<file path="src/rtl/core/isbs_pkg.sv">
package isbs_pkg;

  localparam int unsigned SampleW            = 8;
  localparam int unsigned CountW             = 9;
  localparam int unsigned CountReset         = 256;
  localparam int unsigned MaxStationsDefault = 256;
  localparam int unsigned TotalW             = 25;
  localparam int unsigned CircW              = 26;
  localparam int unsigned FracBits           = 8;
  localparam int unsigned PowTermW           = 17;
  localparam int unsigned CrossTermW         = 17;
  localparam int unsigned PowTermMax         = 65536;
  localparam int unsigned CrossTermMax       = 32768;

  typedef enum logic [1:0] {
    StAccum,
    StDivide,
    StLoad
  } isbs_state_e;

  typedef struct packed {
    logic accumulate;
    logic close_sum;
    logic div_step;
    logic load_out;
  } isbs_cmd_t;

  typedef struct packed {
    logic last_item;
    logic out_free;
  } isbs_status_t;

  function automatic int unsigned pow_width(int unsigned max_stations);
    return $clog2(PowTermMax * max_stations + 1);
  endfunction

  function automatic int unsigned cross_mag_width(int unsigned max_stations);
    return $clog2(CrossTermMax * max_stations + 1);
  endfunction

  function automatic int unsigned div_width(int unsigned max_stations);
    int unsigned pw;
    int unsigned cw;
    pw = pow_width(max_stations) + FracBits;
    cw = cross_mag_width(max_stations) + FracBits + 1;
    return (pw > cw) ? pw : cw;
  endfunction

endpackage

</file>
<file path="src/rtl/core/isbs_ctrl.sv">
module isbs_ctrl #(
  parameter int unsigned DivSteps = isbs_pkg::div_width(isbs_pkg::MaxStationsDefault)
) (
  input  logic                   clk_i,
  input  logic                   rst_ni,
  input  logic                   in_valid_i,
  output logic                   in_ready_o,
  input  isbs_pkg::isbs_status_t status_i,
  output isbs_pkg::isbs_cmd_t    cmd_o
);

  localparam int unsigned CntW = (DivSteps > 1) ? $clog2(DivSteps) : 1;

  isbs_pkg::isbs_state_e state_q, state_d;
  logic [CntW-1:0]       cnt_q, cnt_d;
  logic                  take;

  assign take = in_valid_i && (state_q == isbs_pkg::StAccum);

  always_comb begin
    state_d = state_q;
    cnt_d   = cnt_q;
    unique case (state_q)
      isbs_pkg::StAccum: begin
        if (take && status_i.last_item) begin
          state_d = isbs_pkg::StDivide;
          cnt_d   = CntW'(DivSteps - 1);
        end
      end
      isbs_pkg::StDivide: begin
        if (cnt_q == '0) begin
          state_d = isbs_pkg::StLoad;
        end else begin
          cnt_d = cnt_q - 1'b1;
        end
      end
      isbs_pkg::StLoad: begin
        if (status_i.out_free) begin
          state_d = isbs_pkg::StAccum;
        end
      end
      default: state_d = isbs_pkg::StAccum;
    endcase
  end

  always_comb begin
    in_ready_o = 1'b0;
    cmd_o      = '0;
    unique case (state_q)
      isbs_pkg::StAccum: begin
        in_ready_o       = 1'b1;
        cmd_o.accumulate = take;
        cmd_o.close_sum  = take && status_i.last_item;
      end
      isbs_pkg::StDivide: begin
        cmd_o.div_step = 1'b1;
      end
      isbs_pkg::StLoad: begin
        cmd_o.load_out = status_i.out_free;
      end
      default: begin
        in_ready_o = 1'b0;
      end
    endcase
  end

  always_ff @(posedge clk_i or negedge rst_ni) begin
    if (!rst_ni) begin
      state_q <= isbs_pkg::StAccum;
      cnt_q   <= '0;
    end else begin
      state_q <= state_d;
      cnt_q   <= cnt_d;
    end
  end

endmodule

</file>
<file path="config.mk">
export PLATFORM = sky130hd
export DESIGN_NAME = isbs_ctrl
export DESIGN_NICKNAME = d
export VERILOG_FILES = /design/src/rtl/core/isbs_pkg.sv /design/src/rtl/core/isbs_ctrl.sv
export SDC_FILE = /design/constraint.sdc
export NUM_CORES = 1
export LEC_CHECK = 0
export BUFFER_PORTS_ARGS = -buffer_cell sky130_fd_sc_hd__buf_2
export CAP_MARGIN = 40
export CORE_AREA = 2 2 39 41
export DETAILED_ROUTE_END_ITERATION = 10
export DIE_AREA = 0 0 41 43
export SETUP_SLACK_MARGIN = 0.4
export SYNTH_ARGS = -nofsm -noshare
export SYNTH_HDL_FRONTEND = slang
export SYNTH_SLANG_ARGS = --single-unit
</file>
<file path="constraint.sdc">
create_clock -name clk_i -period 3.1 [get_ports clk_i]
set_input_delay 0.62 -clock clk_i [delete_from_list [all_inputs] [get_ports clk_i]]
set_output_delay 0.62 -clock clk_i [all_outputs]
set_load 0.03 [all_outputs]
</file>
# Word level (Yosys, flattened, before mapping)
# Cells that the tools add are included.
[totals]
latchBits = 0
output_inout_bits = 5
register_bits = 8
wordCells = 27
mem_bits_ro = 0
mem_bits_rw = 0
mem_count = 0
inputBits = 5
[classes]
n_mul = 0
shift = 0
eq_ne = 6
n_bitwise = 0
muxes = 11
add_sub_neg = 1
n_lt_le_gt_ge = 0
div = 0
n_reduce_logical = 7
[ops]
columns = ["cell", "n"]
rows = [
  ["2-to-1 mux 6 bit", 2],
  ["case mux 6 bit (2 select lines)", 1],
  ["2-to-1 mux 2 bit", 4],
  ["logical NOT 6 bit", 1],
  ["inequality test 2 bit (second input constant)", 3],
  ["case mux 2 bit (3 select lines)", 1],
  ["AND reduction 3 bit", 2],
  ["subtractor 6 x 1 -> 6 bit (second input constant)", 1],
  ["2-to-1 mux 1 bit", 3],
  ["== test 2 x 1 -> 1 bit (second input constant)", 1],
  ["== test 2 bit (second input constant)", 1],
  ["logical AND 1 bit", 2],
  ["logical NOT 2 bit", 1],
  ["inequality test 2 x 1 -> 1 bit (second input constant)", 1],
  ["nonzero test 2 bit", 1],
]

# Longest topological paths before layout
[depth]
ltp_word = 5
mapped_depth = 5
depth_no_buf = 5

# Worst setup path after synthesis
# OpenSTA, ideal clock, no wires.
[synth_path]
path_type = "flip-flop to output port"
startpoint = "reg state_q[0]"
endpoint = "out cmd_o[3] in the netlist's numbering"
arrival_time_ns = 1.213
stages_incl_launch_ff = 3
setup_slack_ns = 1.267
n_path_buf = 0
required_ns = 2.480
path_cell_list = "dfrtp_1 -> nor2_1 -> and2_1"
[synth_lines]
columns = ["element", "line_no", "source"]
rows = [
  ["start, declared", "isbs_ctrl.sv:14", "isbs_pkg::isbs_state_e state_q, state_d;"],
  ["start signal, assigned", "isbs_ctrl.sv:69", "state_q <= isbs_pkg::StAccum;"],
  ["start signal, assigned", "isbs_ctrl.sv:72", "state_q <= state_d;"],
  ["end, declared", "isbs_ctrl.sv:9", "output isbs_pkg::isbs_cmd_t cmd_o"],
]

==> metrics <==
status=completed; synth-to-layout area growth=17.4%; worst setup margin=1.04 ns; CTS Hold Bufs=0; crit path DAT=1.44 ns; r2r setup slk=1.48 ns; largest family of logic cells by synthesized area=simple AND/OR/NAND/NOR gates; ANT nets after route=0; # port buffers=9; cell taking the most area after synthesis=dfrtp_1; Post-Place Setup Slack=1.13 ns; CTS tree=done; Clock Path Buffers=2; clock root buffer=clkbuf_4; ant diodes=0; Worst VDD drop=0.372 mV; cells along the critical path=nand4bb_1, inv_1, buf_2; placed cell area=509 um^2; yosys warns=0; average wire per standard cell=12.0 um; Final Skew=0.0107 ns; Placer Congestion=0.686; CTS Buf Count=3; post-synthesis mux area share=11.0%; core area=1380 um^2; Die ar.=1760 um^2; worst skew pair latency=0.27 ns; Setup CP Type=register to output pin; count leader, synth=dfrtp_1; required time of the critical path=2.48 ns; clk sinks=8; initial DRC count=13; area of the multi-input gates=221 um^2; grt total ovfl=0; total track usage=13.3%; Routed WL=877 um; largest net degree at the start of global routing=9; first-pass GRT wire length=1.44 mm; Critical path origin=state_q[1]; CTS clk-pin slew, worst paths=0.06 ns; design area=532 um^2; layout cells sized above 1=21.1%; Post-Synth Adder-Cell Area=5.52%; syn nets=54; post_cts resized=0; slowest stage cell on the critical path=nand4bb_1; drt first pass iters=4; fin nets=66; Syn Area/Cell=9.64 um^2; die span in x=41 um; Synth Area in Compound Gates=10.2%; R2R depth=3; DP HPWL=639 um; I/O Pins=10; Startpoint Class=register; Final Cycle Share=66.4%; Slew headroom=74.4%; critical path fanouts, max=8; setup TNS=0 ns; final setup fails=0; worst slew pin tran=0.382 ns; synthesized instance count=47; Post-synth EDFFs=0; pins over their slew limit=0; CP endpoint kind=output pin; initial antenna violation count=0; power per cell area=983 nW/um^2; worst flop-to-flop path endpoint=cnt_q[5]; leak pwr=0.000282 uW; Initial Util=32.7%; post-CTS setup buffer count=0; reg2reg start=cnt_q[2]; fillers=139; Hold Path Class=input pin to asynchronous set/reset pin; Yosys cell types=20; via count=363; Maximum Capacitance Violations=0; Worst path max stage delay=0.43 ns; vias in the first global route=336; row count=14; Seq/Total Area, Yosys=44.2%; Final Hold Vio Count=0; XOR/XNOR Fraction of Synth Area=0%; FMAX=486 MHz; Mapped Area=453 um^2; Post-synth top cells=dfrtp_1, inv_1, nand2_1, mux2i_1; Seq cells post-synth=8; fin crit period=2.06 ns; simple-gate share of the synthesized area=22.1%; Die H=43 um; CTS H-tree lvls=1; Main synth FF type=dfrtp_1; Synth area leaders=dfrtp_1, mux2i_1, ha_1; post-synth top area share=44.2%; RSZ-0062 raised after global routing=false; Vias/cell=4.97; post-synthesis async set-or-reset flop share=100%; DRC=0; register cell area after layout=200 um^2
## worst max-delay path, delay by kind of cell (launching register included)
kind	cells	cell delay [ns]
flops	1	0.41
buf+inv	2	0.32
simple gates	1	0.43
## layout by cell type, fill, tap and decap left out
master	n
nor2_1	3
o21ai_1	1
or4b_1	1
o41ai_1	1
clkbuf_4	3
or3_1	1
ha_1	2
o2111ai_1	1
mux2i_1	5
o211ai_1	2
nand2_1	6
nand3_1	1
nor4b_1	1
and2_1	1
nand4bb_1	1
dfrtp_1	8
nand2b_1	3
buf_2	9
o32ai_1	1
inv_1	6
## final cells by class
type	count	share of cell area (%)
Clock buffer	3	4.24
Inverter	6	4.24
Multi-Input combinational cell	31	41.6
Sequential cell	8	37.6
Tap cell	16	3.76
Timing Repair Buffer	9	8.47
## routing by layer
layer | share of wire, % | track usage (%)
met5 | 0 | 0
met2 | 43 | 18.1
met4 | 3.1 | 10.0
met3 | 7.1 | 6.28
met1 | 47 | 15.2
## how the worst max path moves through the flow
stage / end / slack, ns / cells past startpoint
floorplan: cmd_o[3] / 1.27 / 2
global placement: cmd_o[2] / 1.15 / 4
detailed placement: cmd_o[2] / 1.13 / 4
CTS: cmd_o[2] / 1.04 / 3
global route: cmd_o[2] / 0.93 / 3
finish: cmd_o[2] / 1.04 / 3
## cell families (layout without fill, tap and decap cells)
kind of cell	Yosys count	after routing
AND/OR/NAND/NOR	18	18
flip-flops	8	8
buffers and inverters	8	18
AO/OA/AOI/OAI	6	6
multiplexers	5	5
adder cells (fa/ha/maj)	2	2
## per-stage QoR
step           power, uW  hold slack (ns)  util, %  instances
5_1_grt              574            0.193     38.4         73
3_5_place_dp         442            0.478     36.8         70
2_1_floorplan        386            0.324        -         47
4_1_cts              530            0.187     38.4         73
3_3_place_gp         435            0.472     36.8         70
6_report             523            0.181     38.4         73
## sequential cells by signal (all words and copies together) (netlist names)
| register | flops |
|---|---|
| cnt_q | 6 |
| state_q | 2 |
## power breakdown
part / switching (uW) / leakage [uW] / internal [uW] / total (uW)
combinational: 142 / 0.000174 / 97.9 / 240
sequential: 44.9 / 0.0000950 / 152 / 197
clock: 41.2 / 0.0000138 / 44.7 / 85.9
total: 228 / 0.000282 / 295 / 523
No activity file was read; power rests on OpenSTA's default activity.
